--- config.mk ---
export PLATFORM = sky130hd
export DESIGN_NAME = memory_access_position_generator_top_flat
export DESIGN_NICKNAME = d
export VERILOG_FILES = /design/src/hdl/mapg_pkg.sv /design/src/hdl/mapg_if.sv /design/src/hdl/mapg_div.sv /design/src/hdl/mapg_dp.sv /design/src/hdl/mapg_ctrl.sv /design/src/hdl/memory_access_position_generator_top.sv /design/src/flat_wrapper.sv
export VERILOG_INCLUDE_DIRS = /design/src /design/src/hdl
export SDC_FILE = /design/constraint.sdc
export NUM_CORES = 2
export LEC_CHECK = 0
export BUFFER_PORTS_ARGS = -buffer_cell sky130_fd_sc_hd__buf_2
export CAP_MARGIN = 20
export CORE_AREA = 8 8 300 302
export CTS_CLUSTER_SIZE = 24
export DETAILED_ROUTE_END_ITERATION = 10
export DIE_AREA = 0 0 308 310
export PLACE_DENSITY = 0.79
export SYNTH_ARGS = -nofsm -noshare
export SYNTH_HDL_FRONTEND = slang
export SYNTH_SLANG_ARGS = --single-unit
--- constraint.sdc ---
create_clock -name clk_i -period 6 [get_ports clk_i]
set_clock_uncertainty 0.2 [all_clocks]
set_input_delay 0.6 -clock clk_i [delete_from_list [all_inputs] [get_ports clk_i]]
set_output_delay 0.6 -clock clk_i [all_outputs]
set_load 0.01 [all_outputs]
--- src/hdl/memory_access_position_generator_top_assert.svh ---
// ----------------------------------------------------------------------------
// memory_access_position_generator_top_assert.svh
// assertion macros shared by the position generator modules
// ----------------------------------------------------------------------------
`ifndef MEMORY_ACCESS_POSITION_GENERATOR_TOP_ASSERT_SVH
`define MEMORY_ACCESS_POSITION_GENERATOR_TOP_ASSERT_SVH

// consequent must hold in the same cycle as the antecedent
`define MAPG_ASSERT_SAME(lbl, ante, cons, msg) \
  lbl: assert property (@(posedge clk_i) disable iff (!rst_ni) (ante) |-> (cons)) \
    else $error(msg);

// consequent must hold in the cycle after the antecedent
`define MAPG_ASSERT_NEXT(lbl, ante, cons, msg) \
  lbl: assert property (@(posedge clk_i) disable iff (!rst_ni) (ante) |=> (cons)) \
    else $error(msg);

`endif

--- src/hdl/mapg_pkg.sv ---
// ----------------------------------------------------------------------------
// mapg_pkg
// widths, register codes and controller/datapath signal groups of the
// memory access position generator
// ----------------------------------------------------------------------------
package mapg_pkg;

  // offset width of the target buffer
  localparam int OFFSET_WIDTH = 32;

  // field and register widths
  localparam int MODE_W = 3;
  localparam int ASZ_W  = 21;
  localparam int SOR_W  = 31;
  localparam int JIT_W  = 31;
  localparam int RAND_W = 31;
  localparam int POS_W  = OFFSET_WIDTH + 1;
  localparam int CUR_W  = OFFSET_WIDTH + 2;

  // random scaling and centered range factor
  localparam int RAND_SCALE   = 128;
  localparam int RANGE_FACTOR = 2;
  localparam int RAND_SHIFT   = $clog2(RAND_SCALE);
  localparam int RANGE_SHIFT  = $clog2(RANGE_FACTOR);

  // centered random term and working value widths
  localparam int C_W   = SOR_W + RANGE_SHIFT;
  localparam int VAL_W = ((CUR_W > C_W + 1) ? CUR_W : C_W + 1) + 2;

  // divider widths
  localparam int DVS_W = (OFFSET_WIDTH > C_W) ? OFFSET_WIDTH : C_W;
  localparam int DIV_W = (RAND_W + RAND_SHIFT > VAL_W) ? RAND_W + RAND_SHIFT : VAL_W;
  localparam int CNT_W = $clog2(DIV_W);

  // configuration port
  localparam int CFG_IDX_W  = 3;
  localparam int CFG_DATA_W = (OFFSET_WIDTH > SOR_W) ? OFFSET_WIDTH : SOR_W;

  // register indexes
  localparam logic [CFG_IDX_W-1:0] CFG_MODE   = 3'd0;
  localparam logic [CFG_IDX_W-1:0] CFG_ASZ    = 3'd1;
  localparam logic [CFG_IDX_W-1:0] CFG_STRIDE = 3'd2;
  localparam logic [CFG_IDX_W-1:0] CFG_JITTER = 3'd3;
  localparam logic [CFG_IDX_W-1:0] CFG_LAST   = 3'd4;

  // register reset values
  localparam logic [MODE_W-1:0] MODE_RESET = 3'd1;
  localparam logic [ASZ_W-1:0]  ASZ_RESET  = 21'd4096;

  // pattern modes
  localparam logic [MODE_W-1:0] MODE_ZERO    = 3'd0;
  localparam logic [MODE_W-1:0] MODE_SEQ     = 3'd1;
  localparam logic [MODE_W-1:0] MODE_RANDOM  = 3'd2;
  localparam logic [MODE_W-1:0] MODE_STRIDE  = 3'd3;
  localparam logic [MODE_W-1:0] MODE_NEARBY  = 3'd4;
  localparam logic [MODE_W-1:0] MODE_REVERSE = 3'd5;
  localparam logic [MODE_W-1:0] MODE_JITTER  = 3'd6;

  // request actions
  localparam logic ACT_START = 1'b0;
  localparam logic ACT_NEXT  = 1'b1;

  // controller to datapath commands
  typedef struct packed {
    logic load;
    logic rand_go;
    logic rand_take;
    logic calc;
    logic fold_go;
    logic commit;
  } mapg_cmd_t;

  // datapath to controller status
  typedef struct packed {
    logic need_rand;
    logic need_div;
    logic div_busy;
    logic div_done;
    logic out_free;
  } mapg_sts_t;

endpackage

--- src/hdl/mapg_if.sv ---
// ----------------------------------------------------------------------------
// mapg_if
// request and result channels of the memory access position generator
// ----------------------------------------------------------------------------

// request channel: action and random number
interface mapg_in_if;
  import mapg_pkg::*;

  logic              valid;
  logic              ready;
  logic              action;
  logic [RAND_W-1:0] random_value;

  modport source (output valid, output action, output random_value, input ready);
  modport sink   (input valid, input action, input random_value, output ready);
endinterface

// result channel: access position
interface mapg_out_if;
  import mapg_pkg::*;

  logic                    valid;
  logic                    ready;
  logic signed [POS_W-1:0] position;

  modport source (output valid, output position, input ready);
  modport sink   (input valid, input position, output ready);
endinterface

--- src/hdl/mapg_div.sv ---
// ----------------------------------------------------------------------------
// mapg_div
// restoring remainder unit, one dividend bit per cycle; a zero divisor
// gives a zero remainder
// ----------------------------------------------------------------------------
module mapg_div (
  input  logic                       clk_i,
  input  logic                       rst_ni,
  input  logic                       start_i,
  input  logic [mapg_pkg::DIV_W-1:0] dividend_i,
  input  logic [mapg_pkg::DVS_W-1:0] divisor_i,
  output logic                       busy_o,
  output logic                       done_o,
  output logic [mapg_pkg::DVS_W-1:0] rem_o
);
  import mapg_pkg::*;

  logic             busy_q, busy_d;
  logic             done_q, done_d;
  logic [CNT_W-1:0] cnt_q, cnt_d;
  logic [DIV_W-1:0] dvd_q, dvd_d;
  logic [DVS_W-1:0] dvs_q, dvs_d;
  logic [DVS_W-1:0] rem_q, rem_d;
  logic [DVS_W:0]   trial;
  logic [DVS_W:0]   diff;

  // one shift-subtract step
  always_comb begin
    trial = {rem_q, dvd_q[DIV_W-1]};
    diff  = trial - {1'b0, dvs_q};
  end

  // sequencing of the steps
  always_comb begin
    busy_d = busy_q;
    done_d = 1'b0;
    cnt_d  = cnt_q;
    dvd_d  = dvd_q;
    dvs_d  = dvs_q;
    rem_d  = rem_q;
    if (start_i) begin
      busy_d = 1'b1;
      cnt_d  = CNT_W'(DIV_W - 1);
      dvd_d  = dividend_i;
      dvs_d  = divisor_i;
      rem_d  = '0;
    end else if (busy_q) begin
      dvd_d = {dvd_q[DIV_W-2:0], 1'b0};
      rem_d = (trial >= {1'b0, dvs_q}) ? diff[DVS_W-1:0] : trial[DVS_W-1:0];
      cnt_d = cnt_q - 1'b1;
      if (cnt_q == '0) begin
        busy_d = 1'b0;
        done_d = 1'b1;
      end
    end
  end

  // control registers
  always_ff @(posedge clk_i or negedge rst_ni) begin
    if (!rst_ni) begin
      busy_q <= 1'b0;
      done_q <= 1'b0;
      cnt_q  <= '0;
    end else begin
      busy_q <= busy_d;
      done_q <= done_d;
      cnt_q  <= cnt_d;
    end
  end

  // operand registers
  always_ff @(posedge clk_i) begin
    dvd_q <= dvd_d;
    dvs_q <= dvs_d;
    rem_q <= rem_d;
  end

  assign busy_o = busy_q;
  assign done_o = done_q;
  assign rem_o  = (dvs_q == '0) ? '0 : rem_q;

endmodule

--- src/hdl/mapg_dp.sv ---
// ----------------------------------------------------------------------------
// mapg_dp
// datapath: configuration registers, running position, pattern arithmetic,
// shared remainder unit and result register
// ----------------------------------------------------------------------------
module mapg_dp (
  input  logic                            clk_i,
  input  logic                            rst_ni,
  input  mapg_pkg::mapg_cmd_t             cmd_i,
  output mapg_pkg::mapg_sts_t             sts_o,
  input  logic                            cfg_we_i,
  input  logic [mapg_pkg::CFG_IDX_W-1:0]  cfg_idx_i,
  input  logic [mapg_pkg::CFG_DATA_W-1:0] cfg_data_i,
  input  logic                            action_i,
  input  logic [mapg_pkg::RAND_W-1:0]     random_value_i,
  output logic                            out_valid_o,
  input  logic                            out_ready_i,
  output logic signed [mapg_pkg::POS_W-1:0] position_o
);
  import mapg_pkg::*;

  typedef enum logic [1:0] {
    FK_NONE,
    FK_HIGH,
    FK_NEG,
    FK_MOD
  } fold_e;

  // configuration registers
  logic [MODE_W-1:0]       mode_q;
  logic [ASZ_W-1:0]        asz_q;
  logic [SOR_W-1:0]        sor_q;
  logic [JIT_W-1:0]        jit_q;
  logic [OFFSET_WIDTH-1:0] last_q;

  // running state and per-item registers
  logic signed [CUR_W-1:0] cur_q;
  logic                    act_q;
  logic [RAND_W-1:0]       r_q;
  logic signed [C_W-1:0]   c_q;
  logic signed [VAL_W-1:0] val_q, val_d;
  logic signed [POS_W-1:0] res_q, res_d;
  fold_e                   kind_q, kind_d;
  logic                    upd_q, upd_d;
  logic                    out_valid_q;
  logic signed [POS_W-1:0] out_pos_q;

  // operands at working width
  logic signed [VAL_W-1:0] curx, ax, px, lx, cx, remx;
  logic signed [VAL_W-1:0] tgt, alt, neg_val, fin;
  logic [SOR_W-1:0]        half;
  logic                    need_div;
  logic                    div_start;
  logic [DIV_W-1:0]        div_dividend;
  logic [DVS_W-1:0]        div_divisor;
  logic                    div_busy, div_done;
  logic [DVS_W-1:0]        div_rem;

  assign curx    = VAL_W'(cur_q);
  assign ax      = VAL_W'(asz_q);
  assign px      = VAL_W'(sor_q);
  assign lx      = VAL_W'(last_q);
  assign cx      = VAL_W'(c_q);
  assign remx    = VAL_W'(div_rem);
  assign neg_val = -val_q;

  // half range of the centered random term
  assign half = (mode_q == MODE_NEARBY) ? sor_q : jit_q;

  // nearby target and its mirrored alternative
  always_comb begin
    tgt = curx + cx;
    alt = c_q[C_W-1] ? (curx - cx + ax) : (curx - cx - ax);
  end

  // pattern arithmetic for the request in hand
  always_comb begin
    val_d  = '0;
    res_d  = '0;
    kind_d = FK_NONE;
    upd_d  = 1'b0;
    if (act_q == ACT_START) begin
      upd_d = 1'b1;
      case (mode_q)
        MODE_RANDOM:  kind_d = FK_MOD;
        MODE_STRIDE:  val_d = px;
        MODE_NEARBY:  val_d = cx;
        MODE_REVERSE: val_d = lx - px;
        MODE_JITTER: begin
          val_d  = px + cx;
          kind_d = FK_HIGH;
        end
        default:      val_d = '0;
      endcase
    end else begin
      case (mode_q)
        MODE_SEQ: begin
          res_d  = cur_q[POS_W-1:0];
          val_d  = curx + ax;
          kind_d = FK_HIGH;
          upd_d  = 1'b1;
        end
        MODE_RANDOM: kind_d = FK_MOD;
        MODE_STRIDE: begin
          res_d  = cur_q[POS_W-1:0];
          val_d  = curx + ax + px;
          kind_d = FK_HIGH;
          upd_d  = 1'b1;
        end
        MODE_NEARBY: begin
          res_d = ((tgt < 0) || (tgt > lx)) ? alt[POS_W-1:0] : tgt[POS_W-1:0];
        end
        MODE_REVERSE: begin
          res_d  = cur_q[POS_W-1:0];
          val_d  = curx - (ax + px);
          kind_d = FK_NEG;
          upd_d  = 1'b1;
        end
        MODE_JITTER: begin
          res_d  = cur_q[POS_W-1:0];
          val_d  = curx + ax + px + cx;
          kind_d = FK_HIGH;
          upd_d  = 1'b1;
        end
        default: res_d = '0;
      endcase
    end
  end

  // whether the working value must be folded through the remainder unit
  always_comb begin
    case (kind_q)
      FK_HIGH: need_div = (val_q > lx);
      FK_NEG:  need_div = (val_q < 0);
      FK_MOD:  need_div = 1'b1;
      default: need_div = 1'b0;
    endcase
  end

  // final position after folding
  always_comb begin
    case (kind_q)
      FK_HIGH: fin = need_div ? remx : val_q;
      FK_NEG:  fin = need_div ? (lx - remx) : val_q;
      FK_MOD:  fin = remx;
      default: fin = val_q;
    endcase
  end

  // remainder unit operands
  always_comb begin
    div_start = cmd_i.rand_go || cmd_i.fold_go;
    if (cmd_i.rand_go) begin
      div_dividend = DIV_W'(r_q);
      div_divisor  = DVS_W'({half, {RANGE_SHIFT{1'b0}}});
    end else begin
      case (kind_q)
        FK_NEG:  div_dividend = DIV_W'($unsigned(neg_val));
        FK_MOD:  div_dividend = DIV_W'({r_q, {RAND_SHIFT{1'b0}}});
        default: div_dividend = DIV_W'($unsigned(val_q));
      endcase
      div_divisor = DVS_W'(last_q);
    end
  end

  mapg_div u_div (
    .clk_i      (clk_i),
    .rst_ni     (rst_ni),
    .start_i    (div_start),
    .dividend_i (div_dividend),
    .divisor_i  (div_divisor),
    .busy_o     (div_busy),
    .done_o     (div_done),
    .rem_o      (div_rem)
  );

  // configuration writes, running position and result handshake
  always_ff @(posedge clk_i or negedge rst_ni) begin
    if (!rst_ni) begin
      mode_q      <= MODE_RESET;
      asz_q       <= ASZ_RESET;
      sor_q       <= '0;
      jit_q       <= '0;
      last_q      <= '0;
      cur_q       <= '0;
      out_valid_q <= 1'b0;
    end else begin
      if (cfg_we_i) begin
        case (cfg_idx_i)
          CFG_MODE:   mode_q <= cfg_data_i[MODE_W-1:0];
          CFG_ASZ:    asz_q  <= cfg_data_i[ASZ_W-1:0];
          CFG_STRIDE: sor_q  <= cfg_data_i[SOR_W-1:0];
          CFG_JITTER: jit_q  <= cfg_data_i[JIT_W-1:0];
          CFG_LAST:   last_q <= cfg_data_i[OFFSET_WIDTH-1:0];
          default:    ;
        endcase
      end
      if (cmd_i.commit && upd_q) begin
        cur_q <= fin[CUR_W-1:0];
      end
      if (cmd_i.commit) begin
        out_valid_q <= 1'b1;
      end else if (out_ready_i) begin
        out_valid_q <= 1'b0;
      end
    end
  end

  // per-item payload registers
  always_ff @(posedge clk_i) begin
    if (cmd_i.load) begin
      act_q <= action_i;
      r_q   <= random_value_i;
    end
    if (cmd_i.rand_take) begin
      c_q <= C_W'(div_rem) - C_W'(half);
    end
    if (cmd_i.calc) begin
      val_q  <= val_d;
      res_q  <= res_d;
      kind_q <= kind_d;
      upd_q  <= upd_d;
    end
    if (cmd_i.commit) begin
      out_pos_q <= ((act_q == ACT_START) || (kind_q == FK_MOD)) ? fin[POS_W-1:0] : res_q;
    end
  end

  // status towards the controller
  always_comb begin
    sts_o.need_rand = (mode_q == MODE_NEARBY) || (mode_q == MODE_JITTER);
    sts_o.need_div  = need_div;
    sts_o.div_busy  = div_busy;
    sts_o.div_done  = div_done;
    sts_o.out_free  = !out_valid_q || out_ready_i;
  end

  assign out_valid_o = out_valid_q;
  assign position_o  = out_pos_q;

endmodule

--- src/hdl/mapg_ctrl.sv ---
// ----------------------------------------------------------------------------
// mapg_ctrl
// controller: walks each request through the random range step, the pattern
// arithmetic, the fold step and the result transfer
// ----------------------------------------------------------------------------
`include "memory_access_position_generator_top_assert.svh"

module mapg_ctrl (
  input  logic                clk_i,
  input  logic                rst_ni,
  input  logic                in_valid_i,
  output logic                in_ready_o,
  input  mapg_pkg::mapg_sts_t sts_i,
  output mapg_pkg::mapg_cmd_t cmd_o
);
  import mapg_pkg::*;

  typedef enum logic [2:0] {
    S_IDLE,
    S_CHECK,
    S_RWAIT,
    S_CALC,
    S_FCHK,
    S_FWAIT,
    S_FIN
  } state_e;

  state_e state_q;

  // commands decoded from the state
  always_comb begin
    cmd_o.load      = (state_q == S_IDLE) && in_valid_i;
    cmd_o.rand_go   = (state_q == S_CHECK) && sts_i.need_rand;
    cmd_o.rand_take = (state_q == S_RWAIT) && sts_i.div_done;
    cmd_o.calc      = (state_q == S_CALC);
    cmd_o.fold_go   = (state_q == S_FCHK) && sts_i.need_div;
    cmd_o.commit    = (state_q == S_FIN) && sts_i.out_free;
  end

  assign in_ready_o = (state_q == S_IDLE);

  // state register
  always_ff @(posedge clk_i or negedge rst_ni) begin
    if (!rst_ni) begin
      state_q <= S_IDLE;
    end else begin
      case (state_q)
        S_IDLE:  if (in_valid_i) state_q <= S_CHECK;
        S_CHECK: state_q <= sts_i.need_rand ? S_RWAIT : S_CALC;
        S_RWAIT: if (sts_i.div_done) state_q <= S_CALC;
        S_CALC:  state_q <= S_FCHK;
        S_FCHK:  state_q <= sts_i.need_div ? S_FWAIT : S_FIN;
        S_FWAIT: if (sts_i.div_done) state_q <= S_FIN;
        S_FIN:   if (sts_i.out_free) state_q <= S_IDLE;
        default: state_q <= S_IDLE;
      endcase
    end
  end

  // a division ends only while it is awaited
  `MAPG_ASSERT_SAME(a_done_in_wait, sts_i.div_done, (state_q == S_RWAIT) || (state_q == S_FWAIT), "division finished outside a wait state")
  // a division is never started over a running one
  `MAPG_ASSERT_SAME(a_start_idle_div, cmd_o.rand_go || cmd_o.fold_go, !sts_i.div_busy, "division started while busy")
  // a request transfer closes the request channel
  `MAPG_ASSERT_NEXT(a_load_blocks, cmd_o.load, !in_ready_o, "request channel open after a transfer")

endmodule

--- src/hdl/memory_access_position_generator_top.sv ---
// ----------------------------------------------------------------------------
// memory_access_position_generator_top
// Gives the buffer offset of each access of a memory traffic pattern, one
// result per request. A request with action start sets the running position
// for the configured mode and returns it; action next returns the offset of
// the next access and, in the sequential, stride, reverse and jitter modes,
// moves the position on. Requests are handled one at a time. A request may
// make passes through the shared bit-serial remainder unit: one pass for the
// centered random term of the nearby and jitter modes, one for a fold by
// last_offset or for the random mode. The finished result sits in an output
// register, and the next request is taken while it waits for its transfer.
// Configuration writes belong between requests, with no result outstanding.
// ----------------------------------------------------------------------------
module memory_access_position_generator_top (
  input  logic                            clk_i,
  input  logic                            rst_ni,
  mapg_in_if.sink                         in_if,
  mapg_out_if.source                      out_if,
  input  logic                            cfg_we_i,
  input  logic [mapg_pkg::CFG_IDX_W-1:0]  cfg_idx_i,
  input  logic [mapg_pkg::CFG_DATA_W-1:0] cfg_data_i
);
  import mapg_pkg::*;

  mapg_cmd_t cmd;
  mapg_sts_t sts;
  logic      in_ready;

  // sequencing
  mapg_ctrl u_ctrl (
    .clk_i      (clk_i),
    .rst_ni     (rst_ni),
    .in_valid_i (in_if.valid),
    .in_ready_o (in_ready),
    .sts_i      (sts),
    .cmd_o      (cmd)
  );

  // arithmetic and storage
  mapg_dp u_dp (
    .clk_i          (clk_i),
    .rst_ni         (rst_ni),
    .cmd_i          (cmd),
    .sts_o          (sts),
    .cfg_we_i       (cfg_we_i),
    .cfg_idx_i      (cfg_idx_i),
    .cfg_data_i     (cfg_data_i),
    .action_i       (in_if.action),
    .random_value_i (in_if.random_value),
    .out_valid_o    (out_if.valid),
    .out_ready_i    (out_if.ready),
    .position_o     (out_if.position)
  );

  assign in_if.ready = in_ready;

endmodule

--- src/flat_wrapper.sv ---
// flat-port wrapper written by rule: the top's interface ports become plain ports
module memory_access_position_generator_top_flat import mapg_pkg::*;
  (clk_i, rst_ni, cfg_we_i, cfg_idx_i, cfg_data_i, in_if_valid, in_if_action, in_if_random_value, in_if_ready, out_if_valid, out_if_position, out_if_ready);
  mapg_in_if in_if_i ();
  mapg_out_if out_if_i ();
  input  logic clk_i;
  input  logic rst_ni;
  input  logic cfg_we_i;
  input  logic [mapg_pkg::CFG_IDX_W-1:0] cfg_idx_i;
  input  logic [mapg_pkg::CFG_DATA_W-1:0] cfg_data_i;
  input wire logic [$bits(in_if_i.valid)-1:0] in_if_valid;
  input wire logic [$bits(in_if_i.action)-1:0] in_if_action;
  input wire logic [$bits(in_if_i.random_value)-1:0] in_if_random_value;
  output wire logic [$bits(in_if_i.ready)-1:0] in_if_ready;
  output wire logic [$bits(out_if_i.valid)-1:0] out_if_valid;
  output wire logic [$bits(out_if_i.position)-1:0] out_if_position;
  input wire logic [$bits(out_if_i.ready)-1:0] out_if_ready;
  assign in_if_i.valid = in_if_valid;
  assign in_if_i.action = in_if_action;
  assign in_if_i.random_value = in_if_random_value;
  assign in_if_ready = in_if_i.ready;
  assign out_if_valid = out_if_i.valid;
  assign out_if_position = out_if_i.position;
  assign out_if_i.ready = out_if_ready;
  memory_access_position_generator_top u_core (.clk_i(clk_i), .rst_ni(rst_ni), .in_if(in_if_i), .out_if(out_if_i), .cfg_we_i(cfg_we_i), .cfg_idx_i(cfg_idx_i), .cfg_data_i(cfg_data_i));
endmodule
; Yosys cells after proc, flatten, opt, wreduce, memory -nomap -nowiden
; Index checks and enable logic that the tools add are counted.
; Widths: inputs -> output; s select.
[totals]
register_bits = 435
latchBits = 0
mem_bits_rw = 0
mem_bits_ro = 0
memories = 0
[op_classes]
n_addsub = 16
multipliers = 0
div = 0
magnitude_cmp = 5
n_eq_ne = 23
shift = 0
n_mux = 40
n_bitwise = 1
n_reduce_logical = 26
[ops]
columns = cell, n
row1 = $pmux 36 s4, 2
row2 = $mux 38, 3
row3 = $pmux 34 s3, 1
row4 = $mux 33, 3
row5 = $mux 32, 3
row6 = $pmux 38 s2, 1
row7 = $mux 34, 2
row8 = $pmux 33 s2, 1
row9 = $add 35x32->36, 1
row10 = $add 36x32->36, 1
row11 = $gt 36x33->1, 1
row12 = $lt 36x1->1 const B, 1
row13 = $mux 36, 1
row14 = $neg 36->36, 1
row15 = $add 34x22->35, 1
row16 = $add 34x32->35, 1
row17 = $gt 35x33->1, 1
row18 = $lt 35x1->1 const B, 1
row19 = $sub 34x33->35, 1
row20 = $add 32x32->33, 1
row21 = $add 33x22->33, 1
row22 = $ge 33x32->1, 1
row23 = $sub 32x31->33, 1
row24 = $sub 32x32->33, 1
row25 = other kinds (33), 79

; Longest topological paths before layout
[depth]
word_depth = 6
depth_mapped = 32
ltp_nobuf = 32

; By module
; From an unflattened synthesis, not the netlist that was laid out.
[unflattened]
hier_cells = 5103
area_unflattened_um2 = 43132.6
[modules_own_cells]
columns = mod, instances, cells_per_inst, area_per_inst_um2
row1 = mapg_dp, 1, 4443, 36348.6
row2 = mapg_div, 1, 626, 6510.0
row3 = mapg_ctrl, 1, 34, 274.0

; Worst setup path before layout
; OpenSTA, ideal clock, no wires.
[synth_path]
path_kind = flip-flop to flip-flop
start = register u_core.u_dp.asz_q[0]
end = register u_core.u_dp.val_q[34] (data pin)
setup_time_ns = 0.266
arrival_time_ns = 5.917
required_time_ns = 5.534
setup_slack_ns = -0.384
stages_incl_launch_ff = 32
path_buffers = 0
path_cell_list = dfrtp_1 > ha_1 > fa_1 > a21oi_1 > o31a_1 > o31ai_1 > a21boi_0 > o21bai_1 > a21oi_1 > xnor2_1 > ha_1 > and3_1 > nand2_1 > o221ai_1 > a31oi_1 > o31ai_1 > and3_1 > a31oi_1 > o21ai_0 > xor2_1 > ha_1 > and3_1 > nand2_1 > nor2_1 > and3_1 > a211o_1 > o21ai_0 > o21ai_0 > a31oi_1 > xnor2_1 > a221oi_1 > o21ai_1
[synth_via]
elab_chain_len = 5
[synth_rtl]
columns = element, line_no
row1 = "start, declared", mapg_dp.sv:31  ; logic [ASZ_W-1:0] asz_q;
row2 = "start signal, assigned", mapg_dp.sv:191  ; CFG_ASZ: asz_q <= cfg_data_i[ASZ_W-1:0];
row3 = $add 34x22->35, "mapg_dp.sv:99, mapg_dp.sv:106, mapg_dp.sv:121"
row4 = $add 35x32->36, "mapg_dp.sv:106, mapg_dp.sv:121"
row5 = $add 36x32->36, mapg_dp.sv:121  ; val_d = curx + ax + px + cx;
row6 = $pmux 36 s4 *, mapg_dp.sv:96  ; case (mode_q)
row7 = $mux 36 *, mapg_dp.sv:82  ; if (act_q == ACT_START) begin
row8 = named net u_core.u_dp.val_d[34], mapg_dp.sv:41  ; logic signed [VAL_W-1:0] val_q, val_d;
row9 = "end signal, assigned", mapg_dp.sv:219  ; val_q <= val_d;
row10 = "end, declared", mapg_dp.sv:41
; The timed path passes the listed nets; every way through them passes the cells marked *.
; A chain may end at the register's enable or synchronous reset.

; Final worst setup path
; Same ends and word-level chain as after synthesis.

==> key figures <==
Worst setup path
  • CP most frequent cell: o21ai_2
  • CP Class: flip-flop to flip-flop
  • CP max FO: 3
  • Delay of the slowest critical-path stage: roughly 0.40 ns
  • Buf/Inv on CP: 2
  • Critical Path AT: 6.57 ns
  • Critical Path Start Type: flip-flop
  • WP data required: slightly above 6 ns
  • Crit path capture type: flip-flop
  • Critical path's slowest cell: dfrtp_1
  • CP top delay family: compound AO/OA/AOI/OAI gates

Routing
  • DRC viols: 0
  • Drt total wl: 164000 um
  • Via Count: 42480
  • DR vias/cell: ~6.3
  • DRT antenna net count: 0
  • 1st-pass router iterations: 6
  • Routed len/inst: between 20 and 25 um
  • Drt first-iter violations: 4430

Synth
  • Post-synthesis mux area share: 0.0384
  • Number of synthesized flops with an enable pin: 239
  • Synth Area in XOR/XNOR: 0.0782
  • Post-Synth Simple-Gate Area: 0.151
  • Adder-cell share of the synthesized area: 0.145
  • Largest family of logic cells by synthesized area: compound AO/OA/AOI/OAI gates
  • FFs w/ async S/R, synth: 0.377
  • Synth Area per Inst: 8.42 sq um
  • Yosys warnings: 0
  • Synth top area share: 0.170
  • Synth area leaders: edfxtp_1, ha_1, dfrtp_1
  • Syn Inst Count: 5019
  • Syn nets: 5571
  • Main flop type after synthesis: edfxtp_1
  • Post-Syn Area: approximately 0.042 sq mm
  • Sequential area share after synthesis: 0.282
  • Distinct cells, synth: a little over 90
  • Largest area contributor in the netlist: edfxtp_1
  • Synthesized flop and latch total: between 400 and 500
  • Post-synthesis compound-gate area fraction: 0.262

STA
  • Fmax: 0.157 GHz
  • Max-slew violations: 0
  • Relative max-transition margin: 0.272
  • Setup repair after global routing missed its margin: yes
  • Worst Tran Pin Value: approximately 1.1 ns
  • Count of final hold-check violations: 0
  • Minimum clock period: 6.36 ns
  • Fin crit share: 1.06
  • Setup violators final: 20
  • Final worst setup slack: -0.363 ns

Global route
  • Number of antenna violations at the first check in global routing: 6
  • GRT Util Overall: 0.330
  • Grt met1 use: 0.441
  • Met2 usage: 0.504
  • Vias in the first global route: between 40000 and 50000
  • Largest net degree at the start of global routing: 96
  • Most Crowded Layer GR: met2
  • M3 GR Usage: 0.0696
  • Congestion Overflow GR: 0
  • Global-route wire length before repair: 242000 um

Die
  • Initial core utilization: 0.493
  • Row count: 108
  • IO Count: 107
  • Die width: 308 um
  • Placeable Area: 0.0857 sq mm
  • Die ar.: ~0.095 sq mm
  • Die height: 310 um

Run status
  • Outcome: finished, violations left
  • Failing checks: negative setup slack

Min path
  • Worst min path class: input port to flip-flop

Clock tree
  • Worst-path clk slew: around 0.06 ns
  • CTS tree: done
  • CTS buffer count: 54
  • Clock tree buffer depth: 3
  • H-Tree Depth: 2
  • Clock Latency Late Sink: 0.69 ns
  • Clock root buffer: clkbuf_16
  • Clock tree sinks: 435

Placed design
  • Routability cong.: 1.04
  • Placed Area: 0.0475 sq mm
  • Port buffer count: 106
  • Hpwl dp: 130000 um

Flow run
  • Max Cap Viol: 0

Cells and area
  • Nets: 6125
  • # fillers: 7529
  • Share of cells above drive strength 1: 0.184
  • Area Growth Syn to Fin: 21.3%
  • Post-Layout Inst Area: between 0.05 and 0.06 sq mm
worst paths after layout:
kind                                             start                          end  slack, ns  cells past startpoint
max                               u_core.u_dp.asz_q[0]        u_core.u_dp.val_q[34]      -0.36                     33
min                                     cfg_data_i[23]        u_core.u_dp.sor_q[23]       0.01                      3
max reg2reg                       u_core.u_dp.asz_q[0]        u_core.u_dp.val_q[34]      -0.36                     33
min reg2reg                u_core.u_dp.u_div.rem_q[31]  u_core.u_dp.u_div.rem_q[31]       0.30                      2
max in group asynchronous                       rst_ni        u_core.u_dp.asz_q[12]       4.30                      3
min in group asynchronous                       rst_ni        u_core.u_dp.last_q[5]       0.38                      2
synth_stat cells (13+ instances only):
master / count
nand4_1: 49
clkbuf_1: 181
o31ai_1: 31
a21boi_0: 24
a21oi_1: 420
and3_1: 38
o221ai_1: 24
a22oi_1: 19
dfxtp_1: 32
a221oi_1: 24
and2_1: 27
mux2_2: 63
o21bai_1: 61
nand2_1: 464
and4_1: 14
o22ai_1: 78
inv_1: 284
dfrtp_1: 162
ha_1: 467
o41ai_1: 18
nor2_1: 333
o21ai_0: 472
nor2b_1: 63
nor3_1: 97
edfxtp_1: 239
a211o_1: 17
a31oi_1: 51
or2_2: 13
o21a_1: 66
fa_1: 13
nand3_1: 87
xnor2_1: 250
nand2b_1: 73
mux2i_1: 91
a221o_1: 23
or3_1: 31
o211ai_1: 32
a211oi_1: 61
a21o_1: 176
nor4_1: 22
xor2_1: 127
placed cells by master, fill, tap and decap left out, drive strengths merged, types with 33 or more instances in the layout:
| master | Yosys | layout |
|---|---|---|
| mux2 | 63 | 63 |
| dfrtp | 162 | 162 |
| clkbuf | 181 | 77 |
| xor2 | 127 | 127 |
| mux2i | 91 | 91 |
| a21o | 176 | 176 |
| xnor2 | 250 | 250 |
| or3 | 33 | 33 |
| nand2b | 73 | 73 |
| a31oi | 51 | 51 |
| nand3 | 88 | 88 |
| ha | 467 | 467 |
| o22ai | 78 | 78 |
| o21bai | 61 | 61 |
| nor3 | 99 | 99 |
| dlygate4sd3 | 0 | 43 |
| a21oi | 420 | 420 |
| nand2 | 466 | 466 |
| a211oi | 61 | 61 |
| and3 | 38 | 38 |
| o21ai | 474 | 474 |
| nor2 | 333 | 333 |
| edfxtp | 239 | 239 |
| o21a | 66 | 66 |
| buf | 14 | 646 |
| nand4 | 49 | 49 |
| inv | 284 | 289 |
| nor2b | 63 | 63 |
repair_timing:
action	4_1_cts	5_1_grt
setup buffers	24	27
setup endpoints to repair	24	67
gates cloned	0	4
pin swaps	68	129
hold buffers	43	0
endpoints found under the hold margin	146	0
gates resized for setup	79	146
area by class of cell:
type                    instances  area [sq um]  area share
multi-input cells            4102         29700       0.580
flip-flops and latches        435         11900       0.233
repair buffers                693          5180       0.101
clock buffers                  73          1580      0.0308
well taps                    1155          1450      0.0282
inverters                     287          1080      0.0211
clock inverters                29           287     0.00559
diodes                          4          10.0    0.000195
worst min-delay path, delay by kind of cell:
family,cells,cell delay (ns)
AND/OR/NAND/NOR,1,0.06
buffers and inverters,1,0.14
AO/OA/AOI/OAI,1,0.07
state kept, by name, indices dropped and copies added (netlist names):
register and count:
u_core.u_dp.mode_q 3, u_core.u_dp.asz_q 21, u_core.u_dp.c_q 32, u_core.u_dp.last_q 32, u_core.u_ctrl.state_q 3, u_core.u_dp.u_div.rem_q 32, u_core.u_dp.u_div.dvs_q 32, u_core.u_dp.res_q 33
u_core.u_dp.u_div.done_o 1, u_core.u_dp.val_q 36, u_core.u_dp.jit_q 31, u_core.u_dp.position_o 33, u_core.u_dp.cur_q 34, u_core.u_dp.sor_q 31, u_core.u_dp.r_q 31, u_core.u_dp.kind_q 2
u_core.u_dp.u_div.dvd_q 38, u_core.u_dp.upd_q 1, u_core.u_dp.out_valid_o 1, u_core.u_dp.act_q 1, u_core.u_dp.u_div.cnt_q 6, u_core.u_dp.u_div.busy_o 1
routing by layer:
metal,part of all wire,vias to the layer above
li1,-,19713
met1,0.41,20126
met2,0.42,2192
met3,0.11,449
met4,0.064,0
met5,0,-
through the flow:
stage                     utilization  hold slack (ns)  setup WS [ns]  cells  TNS [ns]
after global placement          0.554            0.276         -0.583   6580     -5.98
after global routing            0.598           0.0107         -0.679   6776    -11.20
after CTS                       0.587          0.00550         -0.427   6748     -3.04
final                           0.598           0.0137         -0.363   6778     -3.95
after floorplan                     -            0.104        0.00439   5019         0
after detailed placement        0.555            0.289         -0.636   6581     -6.41
cells by family (layout without fill, tap and decap cells):
logic type	Yosys count	after routing
mux	154	154
xor+xnor	377	377
buf+inv	482	1082
fa+ha+maj	481	481
flops	435	435
other cells	0	4
simple gates	1355	1355
compound gates	1735	1735
Power is left out: the tool's default activity adds up to more than one toggle a clock period on the data nets, which glitch-free logic cannot reach.
